<file path="config.mk">
export PLATFORM = sky130hd
export DESIGN_NAME = dependency_cycle_check
export DESIGN_NICKNAME = d
export VERILOG_FILES = /design/src/dcc_pkg.sv /design/src/dcc_ram.sv /design/src/dcc_ctrl.sv /design/src/dcc_dpath.sv /design/src/dependency_cycle_check.sv
export SDC_FILE = /design/constraint.sdc
export NUM_CORES = 2
export LEC_CHECK = 0
export ABC_AREA = 1
export BUFFER_PORTS_ARGS = -buffer_cell sky130_fd_sc_hd__clkbuf_2
export CORE_MARGIN = 1.5
export CORE_UTILIZATION = 65
export CTS_BUF_LIST = sky130_fd_sc_hd__clkbuf_2
export DETAILED_ROUTE_END_ITERATION = 6
export PLACE_DENSITY = 0.79
export SYNTH_ARGS = -nofsm -noshare
export SYNTH_HDL_FRONTEND = slang
export SYNTH_HIERARCHICAL = 1
export SYNTH_SLANG_ARGS = --single-unit
</file>
<file path="constraint.sdc">
create_clock -name clk -period 5.1 [get_ports clk]
set_clock_uncertainty 0.15 [all_clocks]
set_input_delay 0.765 -clock clk [delete_from_list [all_inputs] [get_ports clk]]
set_output_delay 0.765 -clock clk [all_outputs]
set_load 0.03 [all_outputs]
</file>
<file path="src/dcc_pkg.sv">
// Shared types and constants of the dependency cycle check block.
// No dependencies; used by dcc_ctrl, dcc_dpath, the top level and the checker.
`default_nettype none

package dcc_pkg;

  // Field widths fixed by the interface
  localparam int TASK_W   = 5;
  localparam int CNT_W    = 6;
  localparam int CMP_W    = 7;
  localparam int CFG_AW   = 3;
  localparam int CFG_DW   = 32;
  localparam int MAX_TASKS_DEF = 32;

  // Command codes
  localparam logic [1:0] CMD_ADD   = 2'd0;
  localparam logic [1:0] CMD_CHECK = 2'd1;
  localparam logic [1:0] CMD_CLEAR = 2'd2;

  // Register index, taken from paddr bit 2
  localparam logic REG_TASK_COUNT = 1'b0;

  typedef enum logic [2:0] {
    S_IDLE,
    S_ADD_WR,
    S_SCAN,
    S_DRAIN,
    S_DECIDE,
    S_FINISH
  } state_t;

  // Controller to datapath
  typedef struct packed {
    logic add_rd;
    logic add_wr;
    logic clear;
    logic chk_start;
    logic chk_issue;
    logic pass_start;
    logic out_load;
  } ctrl_cmd_t;

  // Datapath to controller
  typedef struct packed {
    logic edge_ok;
    logic n_zero;
    logic issue_last;
    logic all_done;
    logic found;
    logic out_free;
  } dp_stat_t;

endpackage

`default_nettype wire

</file>
<file path="src/dcc_ram.sv">
// Generic simple dual-port RAM with registered read.
// No dependencies.
`default_nettype none

module dcc_ram #(
  parameter int WIDTH = 32,
  parameter int DEPTH = 32,
  localparam int AW = $clog2(DEPTH)
) (
  input  wire logic             clk,
  input  wire logic             wen,
  input  wire logic [AW-1:0]    waddr,
  input  wire logic [WIDTH-1:0] wdata,
  input  wire logic             ren,
  input  wire logic [AW-1:0]    raddr,
  output logic      [WIDTH-1:0] rdata
);

  logic [WIDTH-1:0] mem [DEPTH];

  always_ff @(posedge clk) begin
    if (wen) begin
      mem[waddr] <= wdata;
    end
    if (ren) begin
      rdata <= mem[raddr];
    end
  end

endmodule

`default_nettype wire

</file>
<file path="src/dcc_ctrl.sv">
// Controller of the dependency cycle check: command decode and pass sequencing.
// Depends on dcc_pkg.
`default_nettype none

module dcc_ctrl (
  input  wire logic              clk,
  input  wire logic              rst_n,
  input  wire logic              in_valid,
  input  wire logic [1:0]        in_cmd,
  input  wire dcc_pkg::dp_stat_t stat,
  output logic                   in_stall,
  output dcc_pkg::ctrl_cmd_t     cmd
);

  dcc_pkg::state_t state_r, state_nxt;

  // State register
  always_ff @(posedge clk) begin
    if (!rst_n) begin
      state_r <= dcc_pkg::S_IDLE;
    end else begin
      state_r <= state_nxt;
    end
  end

  // Next state and commands
  always_comb begin
    state_nxt = state_r;
    cmd       = '0;
    in_stall  = 1'b1;
    case (state_r)
      dcc_pkg::S_IDLE: begin
        in_stall = 1'b0;
        if (in_valid) begin
          case (in_cmd)
            dcc_pkg::CMD_ADD: begin
              // out-of-range edges are dropped
              if (stat.edge_ok) begin
                cmd.add_rd = 1'b1;
                state_nxt  = dcc_pkg::S_ADD_WR;
              end
            end
            dcc_pkg::CMD_CHECK: begin
              cmd.chk_start = 1'b1;
              state_nxt     = stat.n_zero ? dcc_pkg::S_FINISH : dcc_pkg::S_SCAN;
            end
            dcc_pkg::CMD_CLEAR: begin
              cmd.clear = 1'b1;
            end
            default: begin
            end
          endcase
        end
      end
      dcc_pkg::S_ADD_WR: begin
        cmd.add_wr = 1'b1;
        state_nxt  = dcc_pkg::S_IDLE;
      end
      dcc_pkg::S_SCAN: begin
        cmd.chk_issue = 1'b1;
        if (stat.issue_last) begin
          state_nxt = dcc_pkg::S_DRAIN;
        end
      end
      dcc_pkg::S_DRAIN: begin
        // last row of the pass is evaluated here
        state_nxt = dcc_pkg::S_DECIDE;
      end
      dcc_pkg::S_DECIDE: begin
        if (stat.all_done || !stat.found) begin
          state_nxt = dcc_pkg::S_FINISH;
        end else begin
          cmd.pass_start = 1'b1;
          state_nxt      = dcc_pkg::S_SCAN;
        end
      end
      dcc_pkg::S_FINISH: begin
        if (stat.out_free) begin
          cmd.out_load = 1'b1;
          state_nxt    = dcc_pkg::S_IDLE;
        end
      end
      default: begin
        state_nxt = dcc_pkg::S_IDLE;
      end
    endcase
  end

endmodule

`default_nettype wire

</file>
<file path="src/dcc_dpath.sv">
// Datapath of the dependency cycle check: edge RAM, row valid bits,
// resolved mask, counters and the result register. Depends on dcc_pkg, dcc_ram.
`default_nettype none

module dcc_dpath #(
  parameter int MAX_TASKS = dcc_pkg::MAX_TASKS_DEF
) (
  input  wire logic                       clk,
  input  wire logic                       rst_n,
  input  wire dcc_pkg::ctrl_cmd_t         cmd,
  input  wire logic [dcc_pkg::CNT_W-1:0]  task_count,
  input  wire logic [dcc_pkg::TASK_W-1:0] in_waiting_task,
  input  wire logic [dcc_pkg::TASK_W-1:0] in_prerequisite_task,
  input  wire logic                       out_stall,
  output dcc_pkg::dp_stat_t               stat,
  output logic                            out_valid,
  output logic                            out_has_cycle,
  output logic [dcc_pkg::CNT_W-1:0]       out_resolved_count
);

  localparam int TW   = $clog2(MAX_TASKS);
  localparam int CW   = $clog2(MAX_TASKS + 1);
  localparam int CMPW = dcc_pkg::CMP_W;
  localparam int CNTW = dcc_pkg::CNT_W;

  logic [CW-1:0]        n_eff;
  logic [MAX_TASKS-1:0] act;

  logic [MAX_TASKS-1:0] row_vld_r;
  logic                 vld_q_r;
  logic [TW-1:0]        rd_idx_r;
  logic                 eval_vld_r;
  logic [TW-1:0]        eval_idx_r;
  logic [TW-1:0]        w_r, p_r;
  logic [MAX_TASKS-1:0] res_r;
  logic [CW-1:0]        done_r;
  logic                 found_r;
  logic                 out_vld_r;
  logic                 out_cyc_r;
  logic [CNTW-1:0]      out_cnt_r;

  logic                 ram_ren;
  logic [TW-1:0]        ram_raddr;
  logic [MAX_TASKS-1:0] ram_rdata;
  logic [MAX_TASKS-1:0] ram_wdata;
  logic [MAX_TASKS-1:0] row;
  logic                 hit;

  // Effective task count, clamped to the table size
  assign n_eff = (CMPW'(task_count) > CMPW'(MAX_TASKS)) ? CW'(MAX_TASKS) : CW'(task_count);

  // Active task mask
  always_comb begin
    for (int i = 0; i < MAX_TASKS; i++) begin
      act[i] = (CMPW'(i) < CMPW'(n_eff));
    end
  end

  // Row read port: edge insert or pass scan
  assign ram_ren   = cmd.add_rd | cmd.chk_issue;
  assign ram_raddr = cmd.add_rd ? TW'(in_waiting_task) : rd_idx_r;

  // A row never written since reset or clear reads as empty
  assign row       = vld_q_r ? ram_rdata : '0;
  assign ram_wdata = row | ({{(MAX_TASKS-1){1'b0}}, 1'b1} << p_r);

  dcc_ram #(
    .WIDTH (MAX_TASKS),
    .DEPTH (MAX_TASKS)
  ) u_ram (
    .clk   (clk),
    .wen   (cmd.add_wr),
    .waddr (w_r),
    .wdata (ram_wdata),
    .ren   (ram_ren),
    .raddr (ram_raddr),
    .rdata (ram_rdata)
  );

  // Task resolves when unresolved and all its active prerequisites are resolved
  assign hit = eval_vld_r && !res_r[eval_idx_r] && ((row & act & ~res_r) == '0);

  // Row valid bits
  always_ff @(posedge clk) begin
    if (!rst_n) begin
      row_vld_r <= '0;
    end else if (cmd.clear) begin
      row_vld_r <= '0;
    end else if (cmd.add_wr) begin
      row_vld_r[w_r] <= 1'b1;
    end
  end

  // Read-side tracking and edge operands
  always_ff @(posedge clk) begin
    if (ram_ren) begin
      vld_q_r <= row_vld_r[ram_raddr];
    end
    if (cmd.add_rd) begin
      w_r <= TW'(in_waiting_task);
      p_r <= TW'(in_prerequisite_task);
    end
    eval_idx_r <= rd_idx_r;
  end

  // Scan control and resolution state
  always_ff @(posedge clk) begin
    if (!rst_n) begin
      eval_vld_r <= 1'b0;
      rd_idx_r   <= '0;
      res_r      <= '0;
      done_r     <= '0;
      found_r    <= 1'b0;
    end else begin
      eval_vld_r <= cmd.chk_issue;
      if (cmd.chk_start || cmd.pass_start) begin
        rd_idx_r <= '0;
        found_r  <= 1'b0;
      end else if (cmd.chk_issue) begin
        rd_idx_r <= rd_idx_r + 1'b1;
      end
      if (cmd.chk_start) begin
        res_r  <= '0;
        done_r <= '0;
      end else if (hit) begin
        res_r[eval_idx_r] <= 1'b1;
        done_r            <= done_r + 1'b1;
        found_r           <= 1'b1;
      end
    end
  end

  // Result word register
  always_ff @(posedge clk) begin
    if (!rst_n) begin
      out_vld_r <= 1'b0;
    end else if (cmd.out_load) begin
      out_vld_r <= 1'b1;
    end else if (!out_stall) begin
      out_vld_r <= 1'b0;
    end
  end

  always_ff @(posedge clk) begin
    if (cmd.out_load) begin
      out_cyc_r <= (CMPW'(done_r) < CMPW'(n_eff));
      out_cnt_r <= CNTW'(done_r);
    end
  end

  // Status to the controller
  always_comb begin
    stat.edge_ok    = (CMPW'(in_waiting_task) < CMPW'(n_eff)) &&
                      (CMPW'(in_prerequisite_task) < CMPW'(n_eff));
    stat.n_zero     = (n_eff == '0);
    stat.issue_last = (CMPW'(rd_idx_r) == (CMPW'(n_eff) - 1'b1));
    stat.all_done   = (CMPW'(done_r) >= CMPW'(n_eff));
    stat.found      = found_r;
    stat.out_free   = !out_vld_r || !out_stall;
  end

  assign out_valid          = out_vld_r;
  assign out_has_cycle      = out_cyc_r;
  assign out_resolved_count = out_cnt_r;

endmodule

`default_nettype wire

</file>
<file path="src/dependency_cycle_check.sv">
// Top level of the dependency cycle check: configuration port and glue.
// Depends on dcc_pkg, dcc_ctrl, dcc_dpath (and through it dcc_ram).
//
// Usage:
//  - Input channel (in_valid/in_stall) carries command words: add an edge
//    (waiting task needs prerequisite task), run a check, or clear the graph.
//  - Result channel (out_valid/out_stall) carries one word per check:
//    has_cycle and resolved_count. Add and clear give no result.
//  - task_count sits at byte address 0 of the APB-style port; write it only when idle.
//  - Adding an edge reads the row, then writes it back in the edge RAM
//    (S_IDLE, then S_ADD_WR); clear and a dropped out-of-range edge stay in S_IDLE.
//  - A check runs Kahn passes, each reading the n active rows from the edge
//    RAM one per cycle, then a drain and a decision state; there are at most n
//    passes, and out_valid rises when S_FINISH loads the result word.
//    With task_count 0 the check goes straight to S_FINISH.
//  - in_stall stays high while an add or check is in progress.
//  - If the receiver stalls, the result word is held in the output register
//    and a following add or clear is still taken; a later check waits for it.
//  - Reset (rst_n low, synchronous) empties the graph at once through per-row
//    valid bits, clears task_count and drops any pending result.
`default_nettype none

module dependency_cycle_check #(
  parameter int MAX_TASKS = dcc_pkg::MAX_TASKS_DEF
) (
  input  wire logic                       clk,
  input  wire logic                       rst_n,
  input  wire logic                       in_valid,
  output logic                            in_stall,
  input  wire logic [1:0]                 in_cmd,
  input  wire logic [dcc_pkg::TASK_W-1:0] in_waiting_task,
  input  wire logic [dcc_pkg::TASK_W-1:0] in_prerequisite_task,
  output logic                            out_valid,
  input  wire logic                       out_stall,
  output logic                            out_has_cycle,
  output logic [dcc_pkg::CNT_W-1:0]       out_resolved_count,
  input  wire logic                       cfg_psel,
  input  wire logic                       cfg_penable,
  input  wire logic                       cfg_pwrite,
  input  wire logic [dcc_pkg::CFG_AW-1:0] cfg_paddr,
  input  wire logic [dcc_pkg::CFG_DW-1:0] cfg_pwdata,
  output logic [dcc_pkg::CFG_DW-1:0]      cfg_prdata,
  output logic                            cfg_pready
);

  logic [dcc_pkg::CNT_W-1:0] task_count_r;
  logic                      cfg_wr;
  dcc_pkg::ctrl_cmd_t        cmd;
  dcc_pkg::dp_stat_t         stat;

  // Configuration register
  assign cfg_pready = 1'b1;
  assign cfg_wr     = cfg_psel && cfg_penable && cfg_pwrite && cfg_pready;

  always_ff @(posedge clk) begin
    if (!rst_n) begin
      task_count_r <= '0;
    end else if (cfg_wr && (cfg_paddr[2] == dcc_pkg::REG_TASK_COUNT)) begin
      task_count_r <= cfg_pwdata[dcc_pkg::CNT_W-1:0];
    end
  end

  // Read back
  assign cfg_prdata = (cfg_paddr[2] == dcc_pkg::REG_TASK_COUNT) ?
                      dcc_pkg::CFG_DW'(task_count_r) : '0;

  dcc_ctrl u_ctrl (
    .clk      (clk),
    .rst_n    (rst_n),
    .in_valid (in_valid),
    .in_cmd   (in_cmd),
    .stat     (stat),
    .in_stall (in_stall),
    .cmd      (cmd)
  );

  dcc_dpath #(
    .MAX_TASKS (MAX_TASKS)
  ) u_dpath (
    .clk                  (clk),
    .rst_n                (rst_n),
    .cmd                  (cmd),
    .task_count           (task_count_r),
    .in_waiting_task      (in_waiting_task),
    .in_prerequisite_task (in_prerequisite_task),
    .out_stall            (out_stall),
    .stat                 (stat),
    .out_valid            (out_valid),
    .out_has_cycle        (out_has_cycle),
    .out_resolved_count   (out_resolved_count)
  );

endmodule

`default_nettype wire

</file>
* Yosys cells after proc, flatten, opt, wreduce, memory -nomap -nowiden
Memories as Yosys holds them, arrays and structs flattened. A register that Yosys moved wholly into a read port is not among the register bits.
Index checks and enable logic that the tools add are counted.
** Operators by class
- Bitwise gates (word level) :: 9
- Shift-type cells :: 1
- Mux-type cells :: 42
- Add/subtract/negate cells :: 3
- Equal/unequal tests :: 14
- Reductions and logical operators :: 23
- Magnitude comparators :: 42
** Operators by type and width (count)
- $lt A5 B6 Y1 const A :: 16
- $or A32 B32 Y32 :: 3
- $and A32 B32 Y32 :: 2
- $lt A4 B6 Y1 const A :: 8
- $logic_not A32 Y1 :: 1
- $mux W32 :: 1
- $not A32 Y32 :: 1
- $shl A1 B5 Y32 const A :: 1
- $lt A3 B6 Y1 const A :: 4
- $mux W1 :: 24
- $lt A5 B6 Y1 const B :: 3
- $mux W3 :: 6
- $pmux W3 S5 :: 1
- $lt A1 B6 Y1 const A :: 2
- $lt A2 B6 Y1 const A :: 2
- $lt A5 B6 Y1 :: 2
- $mux W6 :: 2
- $bmux W1 S5 :: 2
- $demux W1 S5 :: 2
- $ge A5 B1 Y1 const B :: 2
- $logic_and A1 B1 Y1 :: 8
- $eq A5 B7 Y1 :: 1
- $sub A6 B1 Y7 const B :: 1
- $add A6 B1 Y6 const B :: 1
- other kinds (24) :: 38
** Storage, ports and cells
- Bits in registers :: 110
- Memories kept :: 1
- Logic and storage cells :: 150
- Memory bits (writable) :: 1024
- Input bits :: 54
** Memory list
- u_dpath.u_ram.mem :: depth 32, width 32, rd ports 1, clocked after memory_dff 1, write ports 1, line dcc_ram.sv:19 : logic [WIDTH-1:0] mem [DEPTH];

* Logic depth before layout (Yosys ltp)
- Depth after elaboration :: 11
- Depth in mapped cells :: 29
- Depth with buffers taken out :: 24

* Cells and area by module
The synthesis kept the hierarchy.
** Modules (own cells, without submodules)
- dcc_ram :: cells each 3536, instances 1, sequential area each 31710.4 um2, area an instance 42726.0 um2
- dcc_dpath :: cells each 882, instances 1, sequential area each 2202.1 um2, area an instance 5833.1 um2
- dependency_cycle_check :: cells each 85, instances 1, sequential area each 120.1 um2, area an instance 598.1 um2
- dcc_ctrl :: cells each 62, instances 1, sequential area each 60.1 um2, area an instance 335.3 um2

* Worst setup path before layout
No wires, ideal clock.
- Path type :: register to register
- Start point :: register task_count_r[2] (netlist bit)
- End point :: register u_dpath.u_ram.rdata[10] (read register of u_dpath.u_ram.mem) (data pin)
- Data arrival time :: 4241 ps
- Setup slack :: 456 ps
- Cell stages (with the launch flop) :: 30
- Clock period less this slack :: 4644 ps
- Path buffers :: 6
- Cells stage by stage :: dfxtp_1 > buf_4 > inv_2 > nand3_1 > nand2_1 > nand2_1 > ha_1 > o21ai_0 > inv_1 > nor2_1 > o221ai_1 > nor2_1 > nand2_1 > nor3_1 > clkbuf_1 > nand2_1 > nand2_1 > clkbuf_1 > buf_6 > inv_8 > buf_8 > buf_6 > nand2_1 > nand3_1 > nand3_1 > nand2_1 > nand2_1 > nand2_1 > nand2_1 > nand2_1
** RTL lines
- start: declaration :: line dependency_cycle_check.sv:46 : logic [dcc_pkg::CNT_W-1:0] task_count_r;
- start signal: assignment :: line dependency_cycle_check.sv:59 : task_count_r <= cfg_pwdata[dcc_pkg::CNT_W-1:0];
- end: declaration :: line dcc_ram.sv:16 : output logic [WIDTH-1:0] rdata

==> results.yml <==
synthesis:
  syn_area_per_cell_um2: 10.84
  ys_ff_latch: 1166
  netlist_area_um2: 49490
  yosys_warnings: 6
  ys_types: 47
  synth_edf_count: 1074
  synth_ff_type: "edfxtp_1"
  yosysSeqAreaShare_pct: 68.88
  synthArstFlopShare_pct: 0
  synth_cells: 4565
layout:
  multi_input_area_um2: 13630
  fill_cells: 5218
  seqCellArea_um2: 34090
  syn2layout_area_growth_pct: 8.762
  final_util_pct: 71.11
  design_area_um2: 53830
  drive_above_1_share_pct: 14.47
  finish.net_count: 4905
power:
  power_frac_clock_pct: 34.7
  power.leakage_nw: 20.86
  comb_power_share_pct: 4.9
  swShare_pct: 24.60
  vdd_drop_max_mv: 0.2079
  power_density_nw_per_um2: 320.7
  p_sw_mw: 4.246
  p_int_mw: 13.02
  seq_power_share_pct: 60.4
routing:
  drc: 5
  vias: 36050
  drt_iter0_markers: 5046
  viasPerCell: 6.006
  antenna_left: 0
  post_drt_wl_per_cell_um: 21.73
  wirelength_um: 130400
  drtPass1Iterations: 7
sta:
  finalSetupTns_ns: 0
  post-route-period-util_pct: 91.60
  period_needed_ns: 4.672
  drv_slew: 0
  finalSetupViolations: 0
  hold_viol_final: 0
  max_freq_mhz: 214.1
  rsz0062_at_grt: "no"
  worstMarginPinSlew_ns: 1.344
  maxSlewHeadroom_pct: 10.41
placed_design:
  placed_area_um2: 50730
  numPortBuffers: 40
  place_congestion: 0.9676
  dpl.hpwl_um: 68360
clock_network:
  clock_latency_ns: 1.50
  cts_sinks: 1166
  clockBufferDepth: 4
  cts_made_buffers: 302
  cts_tree: "built"
  cts-root-buf: "clkbuf_2"
  cts_htree_levels: 5
  clkTransAtPathRegs_ns: 0.11
critical_path:
  crit_arrival_ns: 5.63
  path_buf_inv: 4
  cp.required_ns: 6.06
  r2r_slack_ns: 0.43
  crit_family: "simple AND/OR/NAND/NOR gates"
  cp-end-kind: "register"
  path_cells: "inv_2, nand2_2, ha_1, a21oi_1, o221ai_1, nor2_1, nand2_1, nor3_2, buf_4, nand2_1, nand2_8, clkinv_16, buf_12, nand2_1, nand3_1, nand3_1, nand2_1, nand2_1, nand2_1, nand2_1, nand2_1"
  critPathSlowestCell: "dfxtp_1"
  cpPeakStageDelay_ns: 0.57
  worstPathMaxFanout: 99
  critPathLaunchType: "register"
  cpMostUsedCell: "nand2_1"
  path_class: "register to register"
die:
  die_h_um: 278.9
  start_util_pct: 65.38
  core-area_um2: 75700
  rows: 101
  die_x_um: 278.9
  dieArea_um2: 77810
  io_pins: 96
global_routing:
  grt_pass1_vias: 34690
  grt_overflow: 0
  grt_max_degree: 100
  grt.total_usage_pct: 33.64
  antenna_found_initial: 2
  grt_pass1_wl_um: 196100
outcome:
  violations: "DRC"
  status: "complete, but fails checks"
flow_run:
  cap_violations: 0
worst_hold_path:
  hp-class: "primary input to register"
==> synthesized netlist by cell type (4+ instances only) <==
cell type	number	share of area (%)
nor2_4	4	0.091
dfxtp_1	92	3.7
ha_1	19	0.48
nor2_1	190	1.4
nand2_1	1760	13
nand2_2	5	0.063
a21oi_1	49	0.50
nor3_1	32	0.32
or2_2	5	0.063
o221ai_1	9	0.16
o21ai_0	54	0.55
inv_1	84	0.64
buf_1	18	0.14
edfxtp_1	1074	65
buf_2	86	0.87
inv_2	8	0.061
buf_4	54	0.82
clkbuf_1	46	0.35
nand4_1	6	0.076
nand3_1	833	8.4
buf_6	72	1.6
nor2_2	16	0.20
xor2_1	8	0.14
==> cell usage in the layout (no fill, tap or decap), drive strengths merged, types with 3 or more instances in the layout <==
master	n
a21oi	50
buf	120
bufinv	4
clkbuf	457
clkinv	66
conb	27
dfxtp	92
diode	5
dlygate4sd3	57
edfxtp	1074
ha	19
inv	99
nand2	1768
nand3	835
nand4	6
nor2	212
nor3	35
nor4	3
o21ai	57
o221ai	9
or2	5
xor2	8
==> state kept, by name, indices dropped and copies added, names as in the netlist <==
| signal | flops |
|---|---|
| u_dpath/res_r | 32 |
| u_dpath/p_r | 5 |
| task_count_r | 6 |
| u_dpath/found_r | 1 |
| u_dpath/w_r | 5 |
| u_dpath/u_ram/rdata | 32 |
| u_dpath/eval_idx_r | 5 |
| u_dpath/vld_q_r | 1 |
| u_dpath/out_valid | 1 |
| u_dpath/rd_idx_r | 5 |
| u_dpath/u_ram/mem | 1024 |
| u_dpath/row_vld_r | 32 |
| u_dpath/done_r | 6 |
| u_ctrl/state_r | 3 |
| u_dpath/eval_vld_r | 1 |
| u_dpath/out_resolved_count | 6 |
| u_dpath/out_has_cycle | 1 |
==> timing repair <==
item / in CTS / in global routing
hold buffers: 57 / 0
buffers inserted: 0 / 0
endpoints found under the setup margin: 0 / 23
hold endpoints to repair: 82 / 0
gates resized for setup: 0 / 5
==> per-layer routing <==
metal	wire length, um	GRT usage, %
met2	60810	53.32
met3	17050	7.799
met1	47210	44.29
met4	5329	16.33
met5	0	0
==> worst register-to-register path, delay by kind of cell, from the launching register on <==
kind                       cells  cell delay (ns)
adders and majority gates      1             0.29
and+or+nand+nor               14             1.85
buffers and inverters          4             1.18
AOI/OAI and AO/OA              2             0.28
DFF                            1             0.57
==> layout make-up <==
cell class | instances | share of cell area, %
inverters | 95 | 0.7322
flip-flops and latches | 1166 | 63.34
diodes | 5 | 0.02324
repair buffers | 217 | 3.700
clock inverters | 74 | 0.7392
multi-input cells | 3050 | 25.32
clock buffers | 417 | 3.877
well taps | 978 | 2.273
==> power groups by stage <==
stage	logic [mW]	registers (mW)	clock network (mW)
after floorplan	0.587	10.6	0
after global placement	0.769	10.6	0
after detailed placement	0.789	10.6	0
after CTS	0.824	10.4	6.07
after global routing	0.922	10.4	6.57
final	0.848	10.4	5.99
==> cell families after synthesis <==
kind of cell	after synthesis	share of synthesized area, %
adder cells (fa/ha/maj)	19	0.4803
other	2	0.01517
AO/OA/AOI/OAI	128	1.451
AND/OR/NAND/NOR	2866	24.35
buffers and inverters	374	4.641
flip-flops	1166	68.88
XOR/XNOR	10	0.1770
==> path summary, 6_finish.rpt <==
path | from | to | cells past startpoint
worst min-delay path | cfg_penable | task_count_r[4]$_SDFFE_PN0P_ | 6
worst min register to register | u_dpath/rd_idx_r[1]$_SDFFE_PP0P_ | u_dpath/eval_idx_r[1]$_DFF_P_ | 0
worst max-delay path | task_count_r[5]$_SDFFE_PN0P_ | u_dpath/u_ram/rdata[16]$_DFFE_PP_ | 21
worst max register to register | task_count_r[5]$_SDFFE_PN0P_ | u_dpath/u_ram/rdata[16]$_DFFE_PP_ | 21
==> stage by stage <==
| stage | instances | setup WS [ns] | hold WS (ns) | power, mW |
|---|---|---|---|---|
| 2_1_floorplan | 4590 | 0.4558 | 0.2004 | 11.23 |
| 3_3_place_gp | 5449 | 0.6149 | 0.2159 | 11.41 |
| 3_5_place_dp | 5449 | 0.4754 | 0.2165 | 11.43 |
| 4_1_cts | 5997 | 0.3167 | 0.01015 | 17.32 |
| 5_1_grt | 6001 | 0.1214 | 0.07140 | 17.92 |
| 6_report | 6002 | 0.4283 | 0.1463 | 17.26 |
(Power assumes the default switching activity.)
